## src/hw/rtl/bzsd_pkg.sv

```systemverilog
package bzsd_pkg;

  // Default sizes
  localparam int unsigned MAX_ZONES_DEF     = 32;
  localparam int unsigned FRACTION_BITS_DEF = 16;

  // Field widths
  localparam int unsigned OWNER_W   = 16;
  localparam int unsigned POS_W     = 24;
  localparam int unsigned HALF_W    = 23;
  localparam int unsigned FEATHER_W = 16;

  // Distance arithmetic widths
  localparam int unsigned EXC_W  = POS_W;
  localparam int unsigned SQ_W   = 2 * EXC_W;
  localparam int unsigned SUM_W  = SQ_W + 1;
  localparam int unsigned ROOT_W = (SUM_W + 1) / 2;

  localparam logic [FEATHER_W-1:0] FEATHER_RESET = 16'd400;

  typedef enum logic [1:0] {
    OP_REG   = 2'd0,
    OP_UNREG = 2'd1,
    OP_QUERY = 2'd2
  } op_e;

  typedef enum logic [3:0] {
    ST_IDLE,
    ST_USCAN,
    ST_QSCAN,
    ST_QABS,
    ST_QEXC,
    ST_QSQR,
    ST_QSUM,
    ST_QROOT,
    ST_QDIV,
    ST_QT2,
    ST_QTERM,
    ST_QMIN,
    ST_DONE
  } state_e;

  typedef struct packed {
    logic [OWNER_W-1:0]      owner;
    logic signed [POS_W-1:0] cx;
    logic signed [POS_W-1:0] cy;
    logic [HALF_W-1:0]       hx;
    logic [HALF_W-1:0]       hy;
  } zone_t;

  typedef struct packed {
    logic load;
    logic move;
  } cell_ctrl_t;

endpackage

```

## src/hw/rtl/bzsd_cell.sv

```systemverilog
module bzsd_cell (
  input  logic                   clk_i,
  input  bzsd_pkg::cell_ctrl_t   ctrl_i,
  input  bzsd_pkg::zone_t        load_i,
  input  bzsd_pkg::zone_t        nb_i,
  output bzsd_pkg::zone_t        zone_o
);

  bzsd_pkg::zone_t zone_q;

  // Take a new zone, take the neighbor's zone, or hold
  always_ff @(posedge clk_i) begin
    if (ctrl_i.load) begin
      zone_q <= load_i;
    end else if (ctrl_i.move) begin
      zone_q <= nb_i;
    end
  end

  assign zone_o = zone_q;

endmodule

```

## config.mk

```make
export PLATFORM = sky130hd
export DESIGN_NAME = bzsd_cell
export DESIGN_NICKNAME = d
export VERILOG_FILES = /design/src/hw/rtl/bzsd_pkg.sv /design/src/hw/rtl/bzsd_cell.sv
export SDC_FILE = /design/constraint.sdc
export NUM_CORES = 1
export LEC_CHECK = 0
export BUFFER_PORTS_ARGS = -buffer_cell sky130_fd_sc_hd__buf_4
export CORE_AREA = 2 2 130 132
export CTS_CLUSTER_SIZE = 14
export DETAILED_ROUTE_END_ITERATION = 10
export DIE_AREA = 0 0 132 134
export HOLD_SLACK_MARGIN = 0.06
export PLACE_DENSITY_LB_ADDON = 0.3
export SKIP_LAST_GASP = 1
export SLEW_MARGIN = 20
export SYNTH_ARGS = -nofsm -noshare
export SYNTH_HDL_FRONTEND = slang
export SYNTH_SLANG_ARGS = --single-unit
```

## constraint.sdc

```tcl
create_clock -name clk_i -period 6.3 [get_ports clk_i]
set_input_delay 0.945 -clock clk_i [delete_from_list [all_inputs] [get_ports clk_i]]
set_output_delay 0.945 -clock clk_i [all_outputs]
set_load 0.02 [all_outputs]
```

# Yosys cells after proc, flatten, opt, wreduce, memory -nomap -nowiden
# Index checks and enable logic that the tools add are counted.
# word_totals
reg_bits,110
input_bits,223
elab_cells,8
# classes
muxes,2
n_reduce_logical,1
# ops
cell,count
two-way mux 110 bit,2
nonzero test 2 bit,1

# Logic depth before layout (Yosys ltp)
# logic_depth
word_depth,2
ltp_mapped,3
ltp_nobuf,1

# Least setup slack after synthesis
# No wires, ideal clock.
# synth_timing
path_kind,input to register
start,input port ctrl_i[1] (netlist bit)
end,"register zone_q, in the netlist zone_o[0] (enable)"
stages,3
path_slack_ns,3.272
t_required_ns,5.878
path_buffers,2
arrival_time_ns,2.606
setup_time_ns,0.422
cell_sequence,buf_6 -> buf_6 -> or2_2
# synth_via
elab_chain_cells,1
# synth_rtl
item,line_no,rtl
from (decl),bzsd_cell.sv:3,"input bzsd_pkg::cell_ctrl_t ctrl_i,"
nonzero test 2 bit (no source line),-,
to (signal assigned),bzsd_cell.sv:14,zone_q <= load_i;
to (signal assigned),bzsd_cell.sv:16,zone_q <= nb_i;
to (decl),bzsd_cell.sv:9,bzsd_pkg::zone_t zone_q;
# No other way between the ends.
# A chain may end at the register's enable or synchronous reset.

# Final worst setup path
# layout_timing
start,input port ctrl_i[1] (netlist bit)
end,"register zone_q, in the netlist zone_o[84] (enable)"
# Same word-level chain as after synthesis.

==> reports/metrics.cfg <==
[global_routing]
grt_pass1_vias=3601
grt_pass1_wl_um=19000
grt_overflow=0
grt_use_total_pct=14.2
grt_max_degree=59
antenna_found_initial=0

[sta]
slew_viol_final=0
finalSetupViolations=0
rsz0062_at_grt=false
layout_worst_path_cycle_share_pct=48.1
tightest_slew_ns=0.744
hold-worst-slack_ns=0.896
hold_viol=0
fin_tns_setup_ns=0
fmax_ghz=0.330
slew_headroom_pct=50.4
finalWorstSetupSlack_ns=3.27
period_minus_slack_ns=3.03

[logic_synthesis]
synthXorXnorAreaFrac_pct=0
synth_compound_area_share_pct=0
ys_seq_elements=110
synth_warnings=0
synthTopCellsByArea=edfxtp_1, mux2_2, buf_6
syn-num-nets=456
yosys.area.top_type_share_pct=70.7
synth_common_cells=edfxtp_1, mux2_2, buf_6, buf_2, or2_2
synth-main-ff-cell=edfxtp_1
synth_top_family_by_area=multiplexers
syn_area_um2=4670
synth.avg_cell_area_um2=20.0
synth.area.mux_share_pct=26.5
synth.yosys.seq_area_share_pct=70.7
ys_async_sr_fraction_pct=0
synthSimpleGateAreaFrac_pct=0.134
yosysTopAreaCell=edfxtp_1
synth_edf_count=110
yosysUniqueCellTypes=5
synthAdderAreaFrac_pct=0
postSynthCellCount=233

[min_path]
hp-start=nb_i[88]
hold_depth=2
whs_endpoint=zone_o[88]$_DFFE_PP_
min_path_type=in -> reg

[routing]
drc=0
routedWlPerCell_um=16.2
drt-pass1-iter-count=3
detail-route-antenna-nets=0
drt_iter0_markers=95
routed_wirelength_um=12800
viasPerCell=4.20
vias=3320

[finish]
final_layout_size_suffix_gt1_share_pct=80.6
largest_register_ffs=110
areaGrowthSynthToFinish_pct=62.9
fill_cells=1456
diodes=0
nets=789
final_area_um2=7610

[setup_path]
crit_top_cell=buf_4
critical-path-top-delay-family=buffers and inverters
max_stage_delay_ns=0.72
startpoint_type=input port
worstPathArrival_ns=3.01
worst_path_max_delay_cell=or2_4
worstSetupEndpointType=register
path_cells=buf_4, or2_4, buf_4
cp_max_fo=56
crit_type=in -> reg
required_ns=6.28
path_buf_inv=2

[cts]
htree_levels=3
cts_resized=0
clk_pin_slew_worst_paths_ns=0.07
cts_hold_buffers=0
root_buffer=clkbuf_16
cts_buffers=9
numClockSinks=110
cts_setup_buffers=0
cts_tree=done
cts.path.max_buffers=2

[placed_design]
gp_congestion=0.861
place_hpwl_um=10000
place_ws_ns=2.86
placed_area_um2=7330
port_buffers=332

[run_status]
status=completed

[power]
power.leakage_nw=3.29
p_total_mw=1.88
max-vdd-ir-drop_uv=116
power.density_nw_per_um2=247

[floorplan]
start_util_pct=28.7
die_h_um=134
rows=47
io_pins=333
dieWidth_um=132
die-area_um2=17700
core_area_um2=16300

[run]
drv_cap=0

per-stage QoR:
stage	instances	util (%)
after floorplan	233	-
after global placement	775	45.0
after detailed placement	775	45.0
after CTS	791	46.7
after global routing	791	46.7
final	791	46.7
layer usage:
metal  global-route usage [%]  part of all wire (%)  vias to the layer above
met4                     6.40                   2.0                        0
met5                        0                     0                        -
met1                     13.6                    34                     1516
met3                     6.08                    11                       15
li1                         -                     -                     1581
met2                     26.4                    53                      208
area by class of cell:
type                            instances  area, um2  share of cell area (%)
Sequential cell                       110       3300                    43.4
Clock inverter                          7       50.0                   0.658
Multi-Input combinational cell        111       1250                    16.4
Timing Repair Buffer                  334       2510                    33.0
Clock buffer                            9        225                    2.96
Tap cell                              220        275                    3.62
cell usage in the layout (no fill, tap or decap):
cell	n
edfxtp_1	110
inv_6	1
or2_4	1
buf_4	334
clkinv_4	2
mux2_2	110
clkinv_2	1
clkinvlp_4	2
clkbuf_16	9
clkinv_1	1
logic make-up after synthesis:
group / count (synthesis)
muxes: 110
DFF: 110
buffers and inverters: 12
and+or+nand+nor: 1
power breakdown:
| part | switching [mW] | total (mW) | leakage, nW | internal [mW] |
|---|---|---|---|---|
| sequential | 0.0234 | 0.922 | 1.12 | 0.899 |
| clock | 0.261 | 0.531 | 0.129 | 0.269 |
| combinational | 0.199 | 0.429 | 2.04 | 0.230 |
| total | 0.484 | 1.88 | 3.29 | 1.40 |
worst max-delay path by stage:
stage               startpoint  cells after the start  slack (ns)                    to
floorplan            ctrl_i[1]                      3        3.27   zone_o[0]$_DFFE_PP_
global placement     ctrl_i[1]                      3        2.97  zone_o[85]$_DFFE_PP_
detailed placement   ctrl_i[1]                      3        2.86   zone_o[5]$_DFFE_PP_
CTS                  ctrl_i[1]                      3        3.24  zone_o[81]$_DFFE_PP_
global route         ctrl_i[1]                      3        3.09  zone_o[79]$_DFFE_PP_
finish               ctrl_i[1]                      3        3.27  zone_o[84]$_DFFE_PP_
Power figures use the tool's default switching activity.
