File: src/hw/rtl/bzsd_pkg.sv
package bzsd_pkg;

  // Default sizes
  localparam int unsigned MAX_ZONES_DEF     = 32;
  localparam int unsigned FRACTION_BITS_DEF = 16;

  // Field widths
  localparam int unsigned OWNER_W   = 16;
  localparam int unsigned POS_W     = 24;
  localparam int unsigned HALF_W    = 23;
  localparam int unsigned FEATHER_W = 16;

  // Distance arithmetic widths
  localparam int unsigned EXC_W  = POS_W;
  localparam int unsigned SQ_W   = 2 * EXC_W;
  localparam int unsigned SUM_W  = SQ_W + 1;
  localparam int unsigned ROOT_W = (SUM_W + 1) / 2;

  localparam logic [FEATHER_W-1:0] FEATHER_RESET = 16'd400;

  typedef enum logic [1:0] {
    OP_REG   = 2'd0,
    OP_UNREG = 2'd1,
    OP_QUERY = 2'd2
  } op_e;

  typedef enum logic [3:0] {
    ST_IDLE,
    ST_USCAN,
    ST_QSCAN,
    ST_QABS,
    ST_QEXC,
    ST_QSQR,
    ST_QSUM,
    ST_QROOT,
    ST_QDIV,
    ST_QT2,
    ST_QTERM,
    ST_QMIN,
    ST_DONE
  } state_e;

  typedef struct packed {
    logic [OWNER_W-1:0]      owner;
    logic signed [POS_W-1:0] cx;
    logic signed [POS_W-1:0] cy;
    logic [HALF_W-1:0]       hx;
    logic [HALF_W-1:0]       hy;
  } zone_t;

  typedef struct packed {
    logic load;
    logic move;
  } cell_ctrl_t;

endpackage

File: src/hw/rtl/bzsd_sqrt.sv
module bzsd_sqrt #(
  parameter int unsigned ROOT_W = bzsd_pkg::ROOT_W
) (
  input  logic                  clk_i,
  input  logic                  rst_ni,
  input  logic                  start_i,
  input  logic [2*ROOT_W-1:0]   radicand_i,
  output logic                  done_o,
  output logic [ROOT_W-1:0]     root_o
);

  localparam int unsigned RAD_W = 2 * ROOT_W;
  localparam int unsigned REM_W = ROOT_W + 2;
  localparam int unsigned CNT_W = $clog2(ROOT_W + 1);

  logic [RAD_W-1:0]  rad_q, rad_d;
  logic [REM_W-1:0]  rem_q, rem_d;
  logic [ROOT_W-1:0] root_q, root_d;
  logic [CNT_W-1:0]  cnt_q, cnt_d;
  logic              done_q, done_d;

  logic [REM_W-1:0]  rem_sh;
  logic [REM_W-1:0]  trial;

  // One root digit per cycle
  always_comb begin
    rem_sh = {rem_q[REM_W-3:0], rad_q[RAD_W-1:RAD_W-2]};
    trial  = {root_q, 2'b01};
    rad_d  = rad_q;
    rem_d  = rem_q;
    root_d = root_q;
    cnt_d  = cnt_q;
    done_d = 1'b0;
    if (start_i) begin
      rad_d  = radicand_i;
      rem_d  = '0;
      root_d = '0;
      cnt_d  = CNT_W'(ROOT_W);
    end else if (cnt_q != '0) begin
      rad_d = {rad_q[RAD_W-3:0], 2'b00};
      if (rem_sh >= trial) begin
        rem_d  = rem_sh - trial;
        root_d = {root_q[ROOT_W-2:0], 1'b1};
      end else begin
        rem_d  = rem_sh;
        root_d = {root_q[ROOT_W-2:0], 1'b0};
      end
      cnt_d  = cnt_q - 1'b1;
      done_d = (cnt_q == CNT_W'(1));
    end
  end

  always_ff @(posedge clk_i or negedge rst_ni) begin
    if (!rst_ni) begin
      cnt_q  <= '0;
      done_q <= 1'b0;
    end else begin
      cnt_q  <= cnt_d;
      done_q <= done_d;
    end
  end

  always_ff @(posedge clk_i) begin
    rad_q  <= rad_d;
    rem_q  <= rem_d;
    root_q <= root_d;
  end

  assign done_o = done_q;
  assign root_o = root_q;

endmodule

File: config.mk
export PLATFORM = sky130hd
export DESIGN_NAME = bzsd_sqrt
export DESIGN_NICKNAME = d
export VERILOG_FILES = /design/src/hw/rtl/bzsd_pkg.sv /design/src/hw/rtl/bzsd_sqrt.sv
export SDC_FILE = /design/constraint.sdc
export NUM_CORES = 1
export LEC_CHECK = 0
export ABC_AREA = 1
export BUFFER_PORTS_ARGS = -buffer_cell sky130_fd_sc_hd__buf_2
export CAP_MARGIN = 20
export CORE_UTILIZATION = 35
export CTS_BUF_LIST = sky130_fd_sc_hd__clkbuf_4 sky130_fd_sc_hd__clkbuf_8 sky130_fd_sc_hd__clkbuf_16
export CTS_CLUSTER_DIAMETER = 120
export DETAILED_ROUTE_END_ITERATION = 8
export PLACE_DENSITY = 0.63
export SLEW_MARGIN = 20
export SYNTH_ARGS = -nofsm -noshare
export SYNTH_HDL_FRONTEND = slang
export SYNTH_SLANG_ARGS = --single-unit
File: constraint.sdc
create_clock -name clk_i -period 2.5 [get_ports clk_i]
set_clock_uncertainty 0.05 [all_clocks]
set_input_delay 0.125 -clock clk_i [delete_from_list [all_inputs] [get_ports clk_i]]
set_output_delay 0.125 -clock clk_i [all_outputs]
set_load 0.01 [all_outputs]
# Yosys cells after proc, flatten, opt, wreduce, memory -nomap -nowiden
# Index checks and enable logic that the tools add are counted.
word_totals:
  register_bits: 106
  out_inout_bits: 26
  elab_cells: 19
classes:
  addsub: 2
  n_lt_le_gt_ge: 1
  eq_ne: 1
  n_mux: 8
  reduce_logical: 2
ops:
  columns: ["cell", "count"]
  rows:
  - ["2-to-1 mux 50 bit", 2]
  - ["greater-or-equal comparator 27 bit", 1]
  - ["2-to-1 mux 25 bit", 1]
  - ["subtractor 25 bit", 1]
  - ["2-to-1 mux 5 bit", 2]
  - ["== test 5 x 1 -> 1 bit (second input constant)", 1]
  - ["nonzero test 5 bit", 1]
  - ["subtractor 5 x 1 -> 5 bit (second input constant)", 1]
  - ["2-to-1 mux 1 bit", 3]
  - ["nonzero test 2 bit", 1]

# Longest topological paths before layout
depth:
  word_depth: 3
  depth_mapped: 15
  ltp_nobuf: 15

# Worst setup path before layout
# Ideal clock, no wire load.
synth_timing:
  kind: "register -> register"
  from: "reg cnt_q[0]"
  to: "reg rad_q[0], enable pin"
  setup_ns: 0.388
  arrival_time_ns: 1.605
  required_ns: 2.062
  path_slack_ns: 0.457
  stages_incl_launch_ff: 7
  n_path_buf: 1
  synth_period_minus_slack_ns: 2.043
  cell_sequence: "dfrtp_1 > inv_1 > ha_1 > nand3_2 > nor2_2 > inv_1 > buf_2"
synth_between:
  elab_chain_cells: 2
synth_rtl:
  columns: ["element", "line", "text"]
  rows:
  - ["start: declaration", "bzsd_sqrt.sv:19", "logic [CNT_W-1:0] cnt_q, cnt_d;"]
  - ["start signal: assignment", "bzsd_sqrt.sv:58", "cnt_q <= cnt_d;"]
  - ["nonzero test 5 bit", "bzsd_sqrt.sv:39", "end else if (cnt_q != '0) begin"]
  - ["nonzero test 2 bit (no line)", null, null]
  - ["end signal: assignment", "bzsd_sqrt.sv:64", "rad_q <= rad_d;"]
  - ["end: declaration", "bzsd_sqrt.sv:16", "logic [RAD_W-1:0] rad_q, rad_d;"]
# Every way passes these cells.
# A chain may end at the register's enable or synchronous reset.

# Final worst setup path
layout_timing:
  from: "reg root_q[11] (netlist: root_o[11])"
  to: "reg rem_q[10]"
layout_between:
  elab_chain_cells: 2
layout_rtl:
  columns: ["element", "line", "text"]
  rows:
  - ["start: declaration", "bzsd_sqrt.sv:18", "logic [ROOT_W-1:0] root_q, root_d;"]
  - ["start signal: assignment", "bzsd_sqrt.sv:66", "root_q <= root_d;"]
  - ["greater-or-equal comparator 27 bit", "bzsd_sqrt.sv:41", "if (rem_sh >= trial) begin"]
  - ["2-to-1 mux 25 bit", "bzsd_sqrt.sv:41", null]
  - ["end signal: assignment", "bzsd_sqrt.sv:65", "rem_q <= rem_d;"]
  - ["end: declaration", "bzsd_sqrt.sv:17", "logic [REM_W-1:0] rem_q, rem_d;"]
# Every way passes these cells.

==> flow_summary.ini <==
[status]
status = finished clean

[floorplanning]
die_area_um2 = 18800
rows = 48
io-pin-count = 79
die_h_um = 137
initial_core_util = 0.364
die_w_um = 137
core-area_um2 = 17500

[placed_design]
dp_hpwl_um = 11400
io_buffer_count = 78
placed_cells = 1190
gp_congestion = 0.903

[setup_path]
r2r_slack_ns = 0.25
r2r_end = rem_q[10]
startpoint = root_o[11]
required_ns = 2.71
crit_path_start_kind = flop
cp_data_arrival_time_ns = 2.46
crit_path_end_kind = flop
rr_worst_depth = 12
setup.worst_path.class = reg2reg
reg2reg_from = root_o[11]
critical_path.max_fanout = 12

[sta]
finalSetupViolCount = 0
fmax_mhz = 445
slew_viol_final = 0
rsz0062_at_grt = no
relSlewSlack = 0.652
setup_tns_ns = 0
finalHoldViolCount = 0
period_needed_ns = 2.25
tightest_slew_ns = 0.522
fin_crit_sh = 0.898

[clocking]
cts_setup_buffers = 0
insertion_delay_ns = 0.36
cts_tree = built
cts.sinks = 106
htreeDepth = 3
clockRootBuffer = clkbuf_16
numCtsBuffers = 9
clockBufferDepth = 2
clk_pin_slew_ns = 0.08

[yosys]
synthArstFlopShare = 0.0566
synthTopCellsByCount = nand2_1, inv_1, nand3_1
synth_cell_type_count = 37
ys_ff_latch = 106
netlist_top_cells_area = edfxtp_1, nand2_1, dfxtp_1
synth_cells = 903
synth_warnings = 0
synth-edff-count = 50
synthFlopType = edfxtp_1
yosys.area.top_type_share = 0.236
avgSynthCellArea_um2 = 7.06
synth_nets = 986
synth_top_area_cell = edfxtp_1
yosysMostFrequentCell = nand2_1
ys_seq_area_frac = 0.416
syn_area_um2 = 6370

[finish]
antennaDiodeCount = 0
finalNonFillerCells = 1256
synthToLayoutAreaGrowth_pct = 22.7
drive_gt1_frac = 0.127
final_nets = 1110

[power_and_ir_drop]
max-vdd-ir-drop_v = 0.000470
power.density_nw_per_um2 = 1080
leakagePower_nw = 4.09

[route]
met3_length_um = 811
wl_met1_um = 7850
via_per_inst = 4.67
routed_wl_um = 16600
drt-wirelength-per-cell_um = 13.2
drtAntennaViolNets = 0
initialDrtViolationCount = 324
met2WireLength_um = 7780
top_layer = met4
vias = 5862
dr.pass1.iters = 4
drc = 0

[min_path]
min_from = start_i
min_path_type = in2reg
whs_endpoint = rem_q[0]
worstHoldPathCells = 2

[global_route]
grt_pass1_vias = 5854
overflow = 0
grt_pass1_wl_um = 28100
antenna_found_initial = 0
grt_max_degree = 62
grt_use_total = 0.192

[job]
drv_cap = 0
==> worst max-delay path by stage <==
stage	end	slack, ns
2_1_floorplan	rad_q[0]	0.46
3_3_place_gp	rem_q[10]	0.29
3_5_place_dp	rem_q[6]	0.27
4_1_cts	rem_q[10]	0.21
5_1_grt	rem_q[7]	0.03
6_report	rem_q[10]	0.25
==> what timing repair did <==
| item | in CTS | in global routing |
|---|---|---|
| resized for setup | 0 | 1 |
| hold endpoints to repair | 56 | 0 |
| hold buffers | 51 | 0 |
| endpoints found under the setup margin | 0 | 2 |
==> final cells by class <==
class / count / area [um2]
Clock buffer: 9 / 225
Clock inverter: 6 / 57.6
Fill cell: 1833 / 9720
Inverter: 155 / 582
Multi-Input combinational cell: 613 / 3000
Sequential cell: 106 / 2650
Tap cell: 225 / 282
Timing Repair Buffer: 142 / 1020
==> stage by stage <==
step	utilization	setup WS (ns)	hold slack (ns)	total power, mW	cell area [um2]
floorplan	-	0.457	-0.221	5.89	6370
global placement	0.401	0.293	-0.0928	6.95	7030
detailed placement	0.401	0.266	-0.0921	6.97	7030
CTS	0.446	0.210	0.00164	8.49	7820
global route	0.446	0.0322	0.0137	9.30	7820
finish	0.446	0.255	0.0119	8.47	7820
==> power by group <==
part	internal, mW	leakage [nW]	total (mW)	switching, mW
Clock	0.699	0.141	1.42	0.724
Sequential	2.10	1.03	2.25	0.153
Combinational	1.77	2.92	4.80	3.03
Total	4.56	4.09	8.47	3.91
==> per-layer routing <==
layer	vias to the layer above	GRT usage
met5	-	0
met4	0	0.0470
met3	18	0.0493
met2	123	0.326
met1	2650	0.241
li1	3071	-
==> state kept, by name, summed over array words and instances, names as in the netlist <==
name	count
done_o	1
root_o	25
rad_q	50
cnt_q	5
rem_q	25
==> cells by family (layout without fill, tap and decap cells) <==
group                    count (synthesis)  in the layout  synth area share
AND/OR/NAND/NOR                        515            515             0.342
buffers and inverters                  184            312             0.114
flip-flops                             106            106             0.416
AO/OA/AOI/OAI                           58             58            0.0557
adder cells (fa/ha/maj)                 30             30            0.0589
XOR/XNOR                                10             10            0.0137
==> cells in the final DEF (no fill, tap or decap), types with 2 or more instances in the layout <==
cell,n
inv_6,3
buf_2,78
o22ai_1,25
nand3_1,57
ha_1,30
buf_12,2
nor2_4,3
nand3_2,3
dfrtp_1,6
edfxtp_1,50
dlygate4sd3_1,51
xor2_1,3
dfxtp_1,50
a21o_1,2
inv_8,2
nand4_1,27
and2_1,2
nor2_1,31
a21oi_1,15
o21ai_0,3
clkbuf_16,9
nand2_1,377
o21ai_1,8
inv_2,3
inv_1,152
nor2_2,5
nand2_2,3
buf_4,11
and2_4,2
xnor2_1,7
==> worst max-delay path, cell delays in order, from the launching register on <==
cell and delay [ns]:
dfxtp_1 0.33, inv_1 0.07, ha_1 0.37, nand2_1 0.14
nor2_2 0.18, nand2_2 0.11, nor3_2 0.12, nand3_1 0.16
nand3_4 0.20, buf_4 0.21, nand3_1 0.09, nand3_1 0.09
nand2_1 0.05
No activity file was read; power rests on OpenSTA's default activity.
