<file path="src/hw/rtl/bzsd_pkg.sv">
package bzsd_pkg;

  // Default sizes
  localparam int unsigned MAX_ZONES_DEF     = 32;
  localparam int unsigned FRACTION_BITS_DEF = 16;

  // Field widths
  localparam int unsigned OWNER_W   = 16;
  localparam int unsigned POS_W     = 24;
  localparam int unsigned HALF_W    = 23;
  localparam int unsigned FEATHER_W = 16;

  // Distance arithmetic widths
  localparam int unsigned EXC_W  = POS_W;
  localparam int unsigned SQ_W   = 2 * EXC_W;
  localparam int unsigned SUM_W  = SQ_W + 1;
  localparam int unsigned ROOT_W = (SUM_W + 1) / 2;

  localparam logic [FEATHER_W-1:0] FEATHER_RESET = 16'd400;

  typedef enum logic [1:0] {
    OP_REG   = 2'd0,
    OP_UNREG = 2'd1,
    OP_QUERY = 2'd2
  } op_e;

  typedef enum logic [3:0] {
    ST_IDLE,
    ST_USCAN,
    ST_QSCAN,
    ST_QABS,
    ST_QEXC,
    ST_QSQR,
    ST_QSUM,
    ST_QROOT,
    ST_QDIV,
    ST_QT2,
    ST_QTERM,
    ST_QMIN,
    ST_DONE
  } state_e;

  typedef struct packed {
    logic [OWNER_W-1:0]      owner;
    logic signed [POS_W-1:0] cx;
    logic signed [POS_W-1:0] cy;
    logic [HALF_W-1:0]       hx;
    logic [HALF_W-1:0]       hy;
  } zone_t;

  typedef struct packed {
    logic load;
    logic move;
  } cell_ctrl_t;

endpackage

</file>
<file path="src/hw/rtl/bzsd_div.sv">
module bzsd_div #(
  parameter int unsigned QW = bzsd_pkg::FRACTION_BITS_DEF,
  parameter int unsigned DW = bzsd_pkg::FEATHER_W
) (
  input  logic          clk_i,
  input  logic          rst_ni,
  input  logic          start_i,
  input  logic [DW-1:0] dividend_i,
  input  logic [DW-1:0] divisor_i,
  output logic          done_o,
  output logic [QW-1:0] quot_o
);

  localparam int unsigned CNT_W = $clog2(QW + 1);

  logic [DW-1:0]    rem_q, rem_d;
  logic [DW-1:0]    div_q, div_d;
  logic [QW-1:0]    quot_q, quot_d;
  logic [CNT_W-1:0] cnt_q, cnt_d;
  logic             done_q, done_d;

  logic [DW:0]      r2;
  logic [DW:0]      r2_sub;
  logic             ge;

  // One quotient bit per cycle, dividend below divisor
  always_comb begin
    r2     = {rem_q, 1'b0};
    r2_sub = r2 - {1'b0, div_q};
    ge     = (r2 >= {1'b0, div_q});
    rem_d  = rem_q;
    div_d  = div_q;
    quot_d = quot_q;
    cnt_d  = cnt_q;
    done_d = 1'b0;
    if (start_i) begin
      rem_d  = dividend_i;
      div_d  = divisor_i;
      quot_d = '0;
      cnt_d  = CNT_W'(QW);
    end else if (cnt_q != '0) begin
      rem_d  = ge ? r2_sub[DW-1:0] : r2[DW-1:0];
      quot_d = {quot_q[QW-2:0], ge};
      cnt_d  = cnt_q - 1'b1;
      done_d = (cnt_q == CNT_W'(1));
    end
  end

  always_ff @(posedge clk_i or negedge rst_ni) begin
    if (!rst_ni) begin
      cnt_q  <= '0;
      done_q <= 1'b0;
    end else begin
      cnt_q  <= cnt_d;
      done_q <= done_d;
    end
  end

  always_ff @(posedge clk_i) begin
    rem_q  <= rem_d;
    div_q  <= div_d;
    quot_q <= quot_d;
  end

  assign done_o = done_q;
  assign quot_o = quot_q;

endmodule

</file>
<file path="config.mk">
export PLATFORM = sky130hd
export DESIGN_NAME = bzsd_div
export DESIGN_NICKNAME = d
export VERILOG_FILES = /design/src/hw/rtl/bzsd_pkg.sv /design/src/hw/rtl/bzsd_div.sv
export SDC_FILE = /design/constraint.sdc
export NUM_CORES = 1
export LEC_CHECK = 0
export BUFFER_PORTS_ARGS = -buffer_cell sky130_fd_sc_hd__buf_4
export CELL_PAD_IN_SITES_DETAIL_PLACEMENT = 1
export CELL_PAD_IN_SITES_GLOBAL_PLACEMENT = 2
export CORE_UTILIZATION = 36
export DETAILED_ROUTE_END_ITERATION = 10
export MAX_ROUTING_LAYER = met4
export PLACE_DENSITY = 0.78
export SLEW_MARGIN = 5
export SYNTH_ARGS = -nofsm -noshare
export SYNTH_HDL_FRONTEND = slang
export SYNTH_SLANG_ARGS = --single-unit
</file>
<file path="constraint.sdc">
create_clock -name clk_i -period 3.3 [get_ports clk_i]
set_clock_uncertainty 0.1 [all_clocks]
set_input_delay 0.165 -clock clk_i [delete_from_list [all_inputs] [get_ports clk_i]]
set_output_delay 0.165 -clock clk_i [all_outputs]
set_load 0.05 [all_outputs]
</file>
# Word-level counts from Yosys, hierarchy flattened
# Cells that the tools add are included.
# W data, S select, Z words.
# op_classes
n_addsub,2
magnitude_cmp,1
eq_ne,1
mux,7
reduce_logical,2
# op_table
operator,count
$mux W16,3
$ge A17 B16 Y1,1
$sub A16 B16 Y16,1
$mux W5,2
$eq A5 B1 Y1 const B,1
$reduce_bool A5 Y1,1
$sub A5 B1 Y5 const B,1
$mux W1,2
$reduce_bool A2 Y1,1
# totals
regBits,54
elab_cells,18

# Depth between registers and ports, before layout
# Gate-level depths: netlist (run 1).
# depth
depth_word,4
mapped_depth,12
mapped_depth_nobuf,10

# Least setup slack after synthesis (run 1)
# No wires, ideal clock.
# synth_path
path_kind,register to register
from,reg rem_q[0]
to,reg rem_q[10] (data pin)
arrival_time_ps,2459
t_required_ps,2940
path_slack_ps,481
path_stages_with_launch,11
n_path_buf,1
period_less_slack_ps,2819
path_cell_list,edfxtp_1 ha_1 ha_1 nand4_1 nor3_1 a211o_1 a2111oi_4 o21ai_2 buf_6 mux2_1 mux2_2
# synth_via
elab_chain_cells,4
# synth_rtl
element,line_no,text
from (decl),bzsd_div.sv:16,"logic [DW-1:0] rem_q, rem_d;"
from (signal assigned),bzsd_div.sv:60,rem_q <= rem_d;
$sub A16 B16 Y16 or $ge A17 B16 Y1 (tied branches),"bzsd_div.sv:29, bzsd_div.sv:30",
$mux W16 *,bzsd_div.sv:42,rem_d = ge ? r2_sub[DW-1:0] : r2[DW-1:0];
$mux W16 *,bzsd_div.sv:41,end else if (cnt_q != '0) begin
$mux W16 *,bzsd_div.sv:36,if (start_i) begin
net rem_d[10],bzsd_div.sv:16,
# The timed path passes the listed nets; every way through them passes the cells marked *. The select of a mux whose other input is x is not followed.
# A chain may end at the register's enable or synchronous reset.

# Final worst setup path (run 1)
# layout_path
from,reg rem_q[9]
to,reg rem_q[10] (data pin)
# Same word-level chain as after synthesis.

==> results of run 1 <==
==> worst register-to-register path, delay by kind of cell, from the launching register on <==
| family | cells | cell delay (ns) |
|---|---|---|
| mux | 2 | 0.60 |
| simple gates | 1 | 0.05 |
| compound gates | 4 | 1.02 |
| buf+inv | 1 | 0.19 |
| flops | 1 | 0.43 |
| fa+ha+maj | 1 | 0.44 |
==> routing by layer <==
metal,share of wire [%],vias up,routed length (um),GRT usage [%]
met2,48,34,3719,31.67
met3,2.6,9,203,2.791
met1,48,1201,3675,23.91
met4,1.4,0,106,5.177
li1,-,1235,-,-
met5,0,-,0,-
==> registers in the layout, indices dropped and copies added (netlist names) <==
name,count
done_o,1
cnt_q,5
rem_q,16
div_q,16
quot_o,16
==> synthesized netlist by cell type (5+ instances only) <==
cell | n | share of area (%)
nor2b_1 | 6 | 1.2
clkbuf_1 | 8 | 0.96
o21a_1 | 5 | 1.2
nand2_1 | 43 | 5.2
nor3_1 | 6 | 0.96
edfxtp_1 | 32 | 31
mux2_2 | 11 | 4.0
dfrtp_1 | 6 | 4.8
dfxtp_1 | 16 | 10
nand3_1 | 6 | 0.96
inv_1 | 22 | 2.6
nor2_1 | 19 | 2.3
nor3b_1 | 6 | 1.4
o21ai_0 | 10 | 1.6
xnor2_1 | 8 | 2.2
a21oi_1 | 23 | 3.7
ha_1 | 19 | 7.6
==> final cells by class <==
class / count / area [um^2]
clock buffer: 5 / 68.82
clock inverter: 3 / 47.55
fill: 952 / 4387
inverter: 22 / 82.58
multi-input combinational: 220 / 1548
sequential: 54 / 1431
tap: 105 / 131.4
timing repair buffer: 73 / 603.1
==> where the power goes <==
group          total, W  internal, W  switching (W)  leakage, nW
clock          0.000470     0.000231       0.000240       0.0587
combinational   0.00177     0.000832       0.000938         1.05
sequential      0.00103     0.000919       0.000110        0.533
==> path summary, 6_finish.rpt <==
kind	startpoint	depth (start not counted)	to
worst max register to register	rem_q[9]	9	rem_q[10]
worst min-delay path	dividend_i[0]	3	rem_q[0]
worst max-delay path	rem_q[9]	9	rem_q[10]
worst min register to register	quot_o[13]	2	quot_o[14]
max in group asynchronous	rst_ni	2	cnt_q[2]
min in group asynchronous	rst_ni	2	cnt_q[3]
==> metrics by stage <==
| step | total power (W) | utilization (%) | setup WS [ns] | hold WS, ns | cell area [um^2] |
|---|---|---|---|---|---|
| finish | 0.003270 | 47.14 | 0.2323 | 0.02647 | 3913 |
| global placement | 0.002756 | 43.69 | 0.3151 | -0.1208 | 3626 |
| floorplan | 0.002360 | - | 0.4810 | -0.2306 | 3124 |
| CTS | 0.003301 | 47.14 | 0.2214 | 0.02371 | 3913 |
| detailed placement | 0.002805 | 43.69 | 0.2361 | -0.1170 | 3626 |
| global route | 0.003524 | 47.14 | 0.08326 | 0.02532 | 3913 |
==> cells in the final DEF (no fill, tap or decap), types with 4 or more instances in the layout <==
cell,instances
nor2_1,19
clkbuf_8,5
mux2_2,11
buf_4,55
dlygate4sd3_1,17
a211oi_1,4
nor3b_1,6
edfxtp_1,32
a221o_1,4
dfrtp_1,6
dfxtp_1,16
a21oi_1,23
ha_1,19
xnor2_1,8
nand2_1,43
o21a_1,5
inv_1,22
nand3_1,6
nor3_1,6
o21ai_0,10
nor2b_1,6
==> cells by family after synthesis <==
kind of cell | Yosys count
and+or+nand+nor | 107
AOI/OAI and AO/OA | 67
DFF | 54
buffers and inverters | 34
adders and majority gates | 20
muxes | 16
xor gates and xnor gates | 10
==> impl_results.md, run 1 <==
* Status: complete, no violations
* GR Overflow Total at 0
* Synthesized Nets at between 300 and 400
* Slowest-stage cell, CP: ha_1
* TritonCTS Buffers at 5
* Synth Register Bits at 54
* Fraction of synthesized area in multiplexers at between 6 and 7%
* Count of pins over their slew limit at 0
* Bufs and invs on worst path at 1
* Compound-Gate Fraction of Synth Area at between 10% and 20%
* Post-route insts no fill at slightly below 500
* Cts hold-fix bufs at 17
* Via Count at around 2500
* # IOs at 52
* Largest family of logic cells by synthesized area: simple AND/OR/NAND/NOR gates
* Area grow syn2layout at 25.23%
* Detailed-route wire length at slightly below 8000 um
* DR vias/cell at about 5.1
* Clk pin slew, worst setup/hold paths at 0.10 ns
* Setup TNS Final at 0 ns
* Max incr delay on CP at ~0.44 ns
* Post-synthesis xor/xnor area fraction at 2.803%
* Adder-Cell Fraction of Synth Area at approximately 8.2%
* DP HPWL at approximately 5600 um
* Simple-Gate Fraction of Synth Area at roughly 17%
* Routed len/inst at 15.98 um
* Post-synth EDFFs at 32
* Top_reg_cell synth: edfxtp_1
* Die width at about 95 um
* DRT antenna net count at 0
* DRT Pass-1 Iters at 4
* Synth cell types at 56
* Min-Delay Path Class: primary input to register
* Vias in the first global route at 2590
* Iter 0 DRT Violations at 104
* Yosys warnings at 0
* Post-Synthesis Cells at slightly above 300
* Fin. Hold Viols at 0
* Async S/R FF share, synth at 11.11%
* Worst path arrival time at approximately 3.0 ns
* PortBufs at 51
* Total GRT Usage at a little under a fifth
* Critical Path Source Type: register
* DIE AREA at roughly 9000 um^2
* Max-Cap Viols at 0
* H-tree levels at 2
* Antenna fix cells at 0
* Post-route clock period utilization at between 90% and 100%
* Initial Util at 37.65%
* Drt drc at 0
* Antenna violations before repair at 0
* Post-Place Cells at approximately 460
* CTS tree: yes
* Delay-heaviest family, CP: compound AO/OA/AOI/OAI gates
* Lkg Pwr at roughly 1.6 nW
* Worst skew pair latency at around 0.32 ns
* # clock sinks at 54
* Seq/Total Area, Yosys at 45.81%
* Max Freq at about 330 MHz
* CP cell instances: ha_1 -> a21oi_4 -> nor2_2 -> a211o_1 -> a2111oi_4 -> o21ai_2 -> buf_4 -> mux2_1 -> mux2_2
* Final Wtd Congestion at 0.7966
* Max IR drop VDD at approximately 330 uV
* R2r setup slk at 0.23 ns
* Largest net degree at the start of global routing at 68
* Final setup violation count at 0
* Layout cells sized above 1 at a little under a quarter
* Std-Cell Rows at 33
* Syn Std Cell Area at 3124 um^2
* Root buffer cell: clkbuf_8
* Tightest Pin Transition at approximately 0.9 ns
* Mean Syn Cell Area at around 10 um^2
* Worst-case clock buffer depth at 2
* Global-route wire length before repair at 12830 um
* Pwr dens at 835.8 nW/um^2
* Final min period at between 3 and 4 ns
* Core Region at 8299 um^2
* Crit Path Class: register to register
* CTS resizes at 0
* Postcts setup bufs at 0
* Unrepaired setup endpoints after global routing: false
* Die Span Y at 95.16 um
* Slew headroom at between 40 and 50%
* Worst Path Required at approximately 3.3 ns
* Post-layout nets at between 400 and 500
* CP max FO at 10
* CP endpoint kind: register
Note: power is estimated with default switching activity, not from simulation.
==> run 2, diff against run 1 <==
--- a/config.mk
+++ b/config.mk
@@ -5,13 +5,16 @@
 export SDC_FILE = /design/constraint.sdc
 export NUM_CORES = 1
 export LEC_CHECK = 0
+export ABC_AREA = 1
 export BUFFER_PORTS_ARGS = -buffer_cell sky130_fd_sc_hd__buf_4
 export CELL_PAD_IN_SITES_DETAIL_PLACEMENT = 1
 export CELL_PAD_IN_SITES_GLOBAL_PLACEMENT = 2
-export CORE_UTILIZATION = 36
+export CORE_UTILIZATION = 33
 export DETAILED_ROUTE_END_ITERATION = 10
+export GPL_TIMING_DRIVEN = 0
 export MAX_ROUTING_LAYER = met4
 export PLACE_DENSITY = 0.78
+export SKIP_LAST_GASP = 1
 export SLEW_MARGIN = 5
 export SYNTH_ARGS = -nofsm -noshare
 export SYNTH_HDL_FRONTEND = slang
==> run 2 against run 1 <==
  * Sequential share of layout area down 2.8 points
  * Cell area increased by 8.4%
  * Routed wire length increased by 20%
  * Non-clock buffer count grew 9
  * Clock power is 14% lower
  * Highest routed layer unchanged
==> impl_results.md, run 2 <==
* Path depth of the worst reg2reg path at 12 (was 9)
* Antenna violations before repair at 0 (unchanged)
* Seq/Total Area, Yosys at 42.40% (was 45.81%)
* Async S/R FF share, synth at 11.11% (unchanged)
* Post-route clock period utilization at 71.24% (was 92.96%)
* Worst Hold Depth at 3 (unchanged)
* Largest net degree at the start of global routing at 26 (was 68)
* Synth top area share at 28.47% (was 30.76%)
* Cell with the most instances after synthesis: nand2_1 (unchanged)
* Final min period at 2.351 ns (was 3.068 ns)
* Initial Util at 34.22% (was 37.65%)
* Vias in the first global route at 3226 (was 2590)
* Critical Path Source Type: register (unchanged)
* Post-layout nets at 572 (was 431)
* Met2 wire len at 4476 um (was 3719 um)
* Die width at 103.1 um (was 95.16 um)
* Slowest-stage cell, CP: edfxtp_1 (was ha_1)
* CP cell instances: ha_1 -> nand2_1 -> nand2_1 -> nand2_1 -> nand2_1 -> nand2_1 -> nand2_1 -> nor2_4 -> buf_4 -> nand3b_1 -> nand3_1 -> nand2_1 (was ha_1 -> a21oi_4 -> nor2_2 -> a211o_1 -> a2111oi_4 -> o21ai_2 -> buf_4 -> mux2_1 -> mux2_2)
* H-tree levels at 2 (unchanged)
* R2R Path Start: rem_q[9] (unchanged)
* Postcts setup bufs at 0 (unchanged)
* Synthesized Nets at 492 (was 363)
* Final Util at 42.99% (was 47.14%)
* Yosys top cell by area: edfxtp_1 (unchanged)
* Most frequent cells in the layout: 136 x nand2_1, 83 x inv_1, 53 x buf_4 (was 55 x buf_4, 43 x nand2_1, 32 x edfxtp_1)
* PortBufs at 51 (unchanged)
* Commonest non-fill, non-tap cell in the layout: nand2_1 (was buf_4)
* Final worst setup slack at 0.9492 ns (was 0.2323 ns)
* CP endpoint kind: register (unchanged)
* Worst Path Required at 3.29 ns (was 3.27 ns)
* Worst-case clock buffer depth at 2 (unchanged)
* Iter 0 DRT Violations at 80 (was 104)
* Worst setup path startpoint: rem_q[9] (unchanged)
* CP max FO at 10 (unchanged)
* Core Region at 9864 um^2 (was 8299 um^2)
* Final setup violation count at 0 (unchanged)
* Cts hold-fix bufs at 22 (was 17)
* Crit Path Class: register to register (unchanged)
* Fin. Hold Viols at 0 (unchanged)
* Routed len/inst at 14.20 um (was 15.98 um)
* Max-Cap Viols at 0 (unchanged)
* # clock sinks at 54 (unchanged)
* Synth Register Bits at 54 (unchanged)
* Via Count at 2987 (was 2479)
* Final Wtd Congestion at 0.8528 (was 0.7966)
* Synth cell types at 34 (was 56)
* DP HPWL at 7230 um (was 5597 um)
* Synth area leaders: edfxtp_1 28%, nand2_1 15%, dfxtp_1 9.5% (was edfxtp_1 31%, dfxtp_1 10%, ha_1 7.6%)
* Pwr dens at 780.1 nW/um^2 (was 835.8 nW/um^2)
* Place WS at 0.9482 ns (was 0.2361 ns)
* Hold Crit Start: dividend_i[1] (was dividend_i[0])
* Worst path arrival time at 2.34 ns (was 3.03 ns)
* # IOs at 52 (unchanged)
* GR Overflow Total at 0 (unchanged)
* Total power at 0.003308 W (was 0.003270 W)
* Area grow syn2layout at 25.61% (was 25.23%)
* Mean Syn Cell Area at 7.725 um^2 (was 10.14 um^2)
* CTS tree: yes (unchanged)
* Worst skew pair latency at 0.32 ns (about the same)
* Layout cells sized above 1 at 16.99% (was 22.81%)
* Global-route wire length before repair at 15490 um (was 12830 um)
* Top_reg_cell synth: edfxtp_1 (unchanged)
* Slew headroom at 60.01% (was 40.18%)
* Detailed-route wire length at 9246 um (was 7703 um)
* TritonCTS Buffers at 5 (unchanged)
* Yosys warnings at 0 (unchanged)
* Cell repeated most along the worst path: nand2_1
* Total GRT Usage at 19.84% (was 18.99%)
* Count of pins over their slew limit at 0 (unchanged)
* Root buffer cell: clkbuf_8 (unchanged)
* Metal1 wirelength at 4487 um (was 3675 um)
* Post-synth EDFFs at 32 (unchanged)
* DRT Pass-1 Iters at 4 (unchanged)
* Max Freq at 425.4 MHz (was 326.0 MHz)
* Drt drc at 0 (unchanged)
* Unrepaired setup endpoints after global routing: false (unchanged)
* Clk pin slew, worst setup/hold paths at 0.10 ns (about the same)
* Antenna fix cells at 0 (unchanged)
* DRT antenna net count at 0 (unchanged)
* Min-Delay Path Class: primary input to register (unchanged)
* Tightest Pin Transition at 0.5998 ns (was 0.8973 ns)
* Most frequent cells after synthesis: 136 x nand2_1, 83 x inv_1, 40 x nand3_1 (was 43 x nand2_1, 32 x edfxtp_1, 23 x a21oi_1)
* DR vias/cell at 4.588 (was 5.143)
* Syn Std Cell Area at 3376 um^2 (was 3124 um^2)
* Std-Cell Rows at 36 (was 33)
* Lkg Pwr at 2.122 nW (was 1.641 nW)
* Setup TNS Final at 0 ns (unchanged)
* Max IR drop VDD at 321.9 uV (was 335.0 uV)
* Max Used Layer: met4 (unchanged)
* Post-Synthesis Cells at 437 (was 308)
* DIE AREA at 10640 um^2 (was 9055 um^2)
* Max incr delay on CP at 0.40 ns (was 0.44 ns)
* Die Span Y at 103.1 um (was 95.16 um)
* CTS resizes at 0 (unchanged)
* Wire length on met3 at 199 um (was 203 um)
* Status: complete, no violations (unchanged)
run 2: cell count changes after synthesis, moves of 6 or more:
cell / change
nand2_1: +93
inv_1: +61
nand3_1: +34
a21oi_1: -15
o22ai_1: +15
mux2_2: -11
nand3b_1: +9
o21ai_0: -8
clkbuf_1: -6
nand2_2: +6
nand4_1: +6
nor2b_1: -6
nor3b_1: -6
run 2: cell families after synthesis:
| kind of cell | Yosys count | share of synthesized area [%] |
|---|---|---|
| and+or+nand+nor | 232 | 31.76 |
| buffers and inverters | 95 | 11.34 |
| DFF | 54 | 42.40 |
| AOI/OAI and AO/OA | 29 | 5.041 |
| adders and majority gates | 20 | 7.635 |
| xor gates and xnor gates | 7 | 1.816 |
run 2: critical path: cells and delay by family, from the launching register on:
kind / cells / cell delay [ns]
fa+ha+maj: 1 / 0.40
buf+inv: 1 / 0.24
flops: 1 / 0.40
simple gates: 10 / 0.97
run 2: path summary, 6_finish.rpt:
path                         endpoint  slack (ns)
setup / recovery             rem_q[2]        0.95
hold / removal               rem_q[1]        0.01
setup reg to reg             rem_q[2]        0.95
hold reg to reg            quot_o[15]        0.39
max in group asynchronous    cnt_q[2]        2.92
min in group asynchronous    cnt_q[1]        0.07
run 2: cell type report:
| type | count | area, um^2 |
|---|---|---|
| buffer | 9 | 60.06 |
| inverter | 86 | 322.8 |
| clock inverter | 3 | 26.28 |
| fill | 1230 | 5624 |
| multi-input combinational | 288 | 1562 |
| timing repair buffer | 73 | 603.1 |
| sequential | 54 | 1431 |
| clock buffer | 5 | 68.82 |
| tap | 133 | 166.4 |
run 2: through the flow:
step / area, um^2 / instances / hold WS [ns]
floorplan: 3376 / 437 / -0.2306
global placement: 3925 / 621 / -0.1222
detailed placement: 3925 / 621 / -0.1227
CTS: 4240 / 651 / 0.0002915
global route: 4240 / 651 / 0.01452
finish: 4240 / 651 / 0.01142
run 2: layer usage:
| metal | global-route usage [%] | vias up |
|---|---|---|
| li1 | - | 1548 |
| met1 | 24.73 | 1396 |
| met2 | 34.10 | 36 |
| met3 | 2.441 | 7 |
| met4 | 4.875 | 0 |
| met5 | - | - |
run 2: where the power goes:
group,total [W],internal [W],switching (W)
logic,0.00191,0.000694,0.00121
clock network,0.000404,0.000159,0.000245
registers,0.000996,0.000911,0.0000854
total,0.00331,0.00176,0.00154
==> run 3, diff against run 2 <==
--- a/config.mk
+++ b/config.mk
@@ -9,11 +9,11 @@
 export BUFFER_PORTS_ARGS = -buffer_cell sky130_fd_sc_hd__buf_4
 export CELL_PAD_IN_SITES_DETAIL_PLACEMENT = 1
 export CELL_PAD_IN_SITES_GLOBAL_PLACEMENT = 2
-export CORE_UTILIZATION = 33
+export CORE_UTILIZATION = 30
 export DETAILED_ROUTE_END_ITERATION = 10
 export GPL_TIMING_DRIVEN = 0
 export MAX_ROUTING_LAYER = met4
-export PLACE_DENSITY = 0.78
+export PLACE_DENSITY = 0.75
 export SKIP_LAST_GASP = 1
 export SLEW_MARGIN = 5
 export SYNTH_ARGS = -nofsm -noshare
==> constraint.sdc (replaced) <==
create_clock -name clk_i -period 2 [get_ports clk_i]
set_clock_uncertainty 0.1 [all_clocks]
set_input_delay 0.1 -clock clk_i [delete_from_list [all_inputs] [get_ports clk_i]]
set_output_delay 0.1 -clock clk_i [all_outputs]
set_load 0.05 [all_outputs]
==> run 3 against run 2 <==
  * The run now ends with setup timing left
  * Register-to-register slack got worse by 1.1 ns
  * Critical endpoint is now rem_q[14]
  * Sequential power rose by 74%
  * Routed wire length rose by 13%
  * Cell area rose by 18%
  * Global-route usage rose by 0.17 points
  * Setup slack got worse by 1.1 ns
  * Via count rose by 6.3%
  * Count of clock-buffer cells in the layout rose by 2
  * Critical path type unchanged
==> impl_results.md, run 3 (synthesis gave the netlist of run 2 again) <==
* R2r setup slk at -0.13 ns (was 0.95 ns)
* Switching power at 0.003087 W (was 0.001545 W)
* Seq pwr share at 25.4% (was 30.1%)
* Worst path arrival time at 2.11 ns (was 2.34 ns)
* Most frequent cells in the layout: 111 x nand2_1, 72 x inv_1, 60 x buf_4 (was 136 x nand2_1, 83 x inv_1, 53 x buf_4)
* Final Util at 45.85% (was 42.99%)
* # clock sinks at 54 (unchanged)
* Max Freq at 469.2 MHz (was 425.4 MHz)
* CP max FO at 4 (was 10)
* Lkg Pwr at 2.324 nW (was 2.122 nW)
* Antenna fix cells at 0 (unchanged)
* Hold slack at 0.02147 ns (was 0.01142 ns)
* Std-Cell Rows at 38 (was 36)
* Clk pin slew, worst setup/hold paths at 0.10 ns (about the same)
* Largest net degree at the start of global routing at 26 (unchanged)
* Path depth of the worst reg2reg path at 12 (unchanged)
* DIE AREA at 11680 um^2 (was 10640 um^2)
* Commonest non-fill, non-tap cell in the layout: nand2_1 (unchanged)
* Max-Cap Viols at 0 (unchanged)
* Worst-case clock buffer depth at 2 (unchanged)
* Multi-input gate area at 1994 um^2 (was 1562 um^2)
* RR Endpoint: rem_q[14] (was rem_q[2])
* Global-route wire length before repair at 17600 um (was 15490 um)
* Count of pins over their slew limit at 0 (unchanged)
* Final Wtd Congestion at 0.8102 (was 0.8528)
* Via Count at 3176 (was 2987)
* Detailed-route wire length at 10470 um (was 9246 um)
* DP HPWL at 7437 um (was 7230 um)
* Pwr dens at 1365 nW/um^2 (was 780.1 nW/um^2)
* GR Overflow Total at 0 (unchanged)
* CP endpoint kind: register (unchanged)
* Register area at 1431 um^2 (unchanged)
* Crit Path Class: register to register (unchanged)
* Final min period at 2.131 ns (was 2.351 ns)
* CTS tree: yes (unchanged)
* Core Region at 10890 um^2 (was 9864 um^2)
* Sw frac at 45.29% (was 46.70%)
* Antenna violations before repair at 0 (unchanged)
* Fin. Hold Viols at 0 (unchanged)
* Final worst setup slack at -0.1315 ns (was 0.9492 ns)
* Worst Path Required at 1.98 ns (was 3.29 ns)
* Min-Delay Path Class: primary input to asynchronous set/reset pin (was primary input to register)
* Unrepaired setup endpoints after global routing: true (was false)
* End point of the critical path: rem_q[14] (was rem_q[2])
* Failing checks: setup timing
* Status: finished with violations (was complete, no violations)
* DRT Pass-1 Iters at 4 (unchanged)
* Clock share of power at 10.5% (was 12.2%)
* Iter 0 DRT Violations at 105 (was 80)
* Die Span Y at 108.1 um (was 103.1 um)
* Worst skew pair latency at 0.31 ns (was 0.32 ns)
* Root buffer cell: clkbuf_8 (unchanged)
* Critical Path Source Type: register (unchanged)
* Final setup violation count at 17 (was 0)
* Fillers at 1285 (was 1230)
* Layout cells sized above 1 at 32.29% (was 16.99%)
* # IOs at 52 (unchanged)
* Routed len/inst at 15.29 um (was 14.20 um)
* PortBufs at 51 (unchanged)
* Post-route clock period utilization at 106.6% (was 71.24%)
* DRT antenna net count at 0 (unchanged)
* Total GRT Usage at 20.00% (was 19.84%)
* Max IR drop VDD at 661.0 uV (was 321.9 uV)
* Internal power at 0.003728 W (was 0.001763 W)
* TritonCTS Buffers at 5 (unchanged)
* Setup TNS Final at -1.786 ns (was 0 ns)
* Initial Util at 31.00% (was 34.22%)
* Post-layout nets at 599 (was 572)
* Worst setup path startpoint: rem_q[0] (was rem_q[9])
* Combinational share of power at 64.1% (was 57.7%)
* H-tree levels at 2 (unchanged)
* Slew headroom at 57.42% (was 60.01%)
* Vias in the first global route at 3564 (was 3226)
* Drt drc at 0 (unchanged)
* Die width at 108.1 um (was 103.1 um)
* R2R Path Start: rem_q[0] (was rem_q[9])
* DR vias/cell at 4.636 (was 4.588)
* Area grow syn2layout at 47.89% (was 25.61%)
* Tightest Pin Transition at 0.6387 ns (was 0.5998 ns)
==> run 3: changes by cell type in the layout (fill, tap and decap cells not counted), moves of 11 or more <==
cell / delta
nand3_2: +13
inv_1: -11
nand2_2: +19
inv_2: +11
nand3_1: -14
ha_4: +16
nand2_1: -25
ha_1: -16
dlygate4sd3_1: +11
==> run 3: final cells by class <==
type	count	area share (%)
Inverter	86	6.466
Clock buffer	7	1.955
Timing Repair Buffer	101	18.12
Multi-Input combinational cell	288	39.95
Tap cell	140	3.509
Clock inverter	1	0.1253
Buffer	8	1.203
Sequential cell	54	28.67
==> run 3: worst min-delay path by stage <==
stage,cells after the start,from,to
after floorplan,0,rst_ni,cnt_q[0]
after global placement,1,rst_ni,cnt_q[1]
after detailed placement,1,rst_ni,cnt_q[1]
after CTS,2,rst_ni,cnt_q[1]
after global routing,2,rst_ni,cnt_q[1]
final,2,rst_ni,cnt_q[4]
==> run 3: repair_timing <==
action	in CTS	in global routing
gates resized for setup	71	34
endpoints found under the setup margin	17	35
hold buffers	33	0
pin swaps	23	21
endpoints found under the hold margin	38	0
gates cloned	1	0
buffers inserted	15	2
==> run 3: power by group through the flow <==
stage	clock, W	sequential [W]	combinational, W
6_report	0.000715	0.00173	0.00437
5_1_grt	0.000765	0.00177	0.00482
4_1_cts	0.000728	0.00172	0.00414
3_5_place_dp	0	0.00167	0.00315
3_3_place_gp	0	0.00166	0.00308
2_1_floorplan	0	0.00172	0.00223
==> run 3: worst max-delay path: stages (launching register included) <==
cell      delay (ns)
edfxtp_1        0.47
ha_4            0.32
ha_4            0.14
nand2_4         0.05
nor2_4          0.09
nand3_2         0.09
nor2_4          0.12
nor2_4          0.08
nand2_8         0.12
buf_6           0.14
nand3_2         0.06
nand2_1         0.07
nand2_1         0.06
==> run 3: metal layers <==
layer | up-vias | track usage, % | wire (um)
li1 | 1611 | - | -
met1 | 1513 | 23.66 | 4658
met2 | 42 | 35.99 | 5412
met5 | - | - | 0
met3 | 10 | 2.471 | 253
met4 | 0 | 4.501 | 148
==> run 3: per-stage QoR <==
stage          total power, W  setup slack (ns)  cell area [um^2]  std cells
2_1_floorplan        0.003955          0.005967              3376        437
4_1_cts              0.006587           -0.1467              4872        685
6_report             0.006815           -0.1315              4992        685
3_3_place_gp         0.004734           -0.3246              3934        628
5_1_grt              0.007348           -0.2240              4992        685
3_5_place_dp         0.004817           -0.3695              3934        628
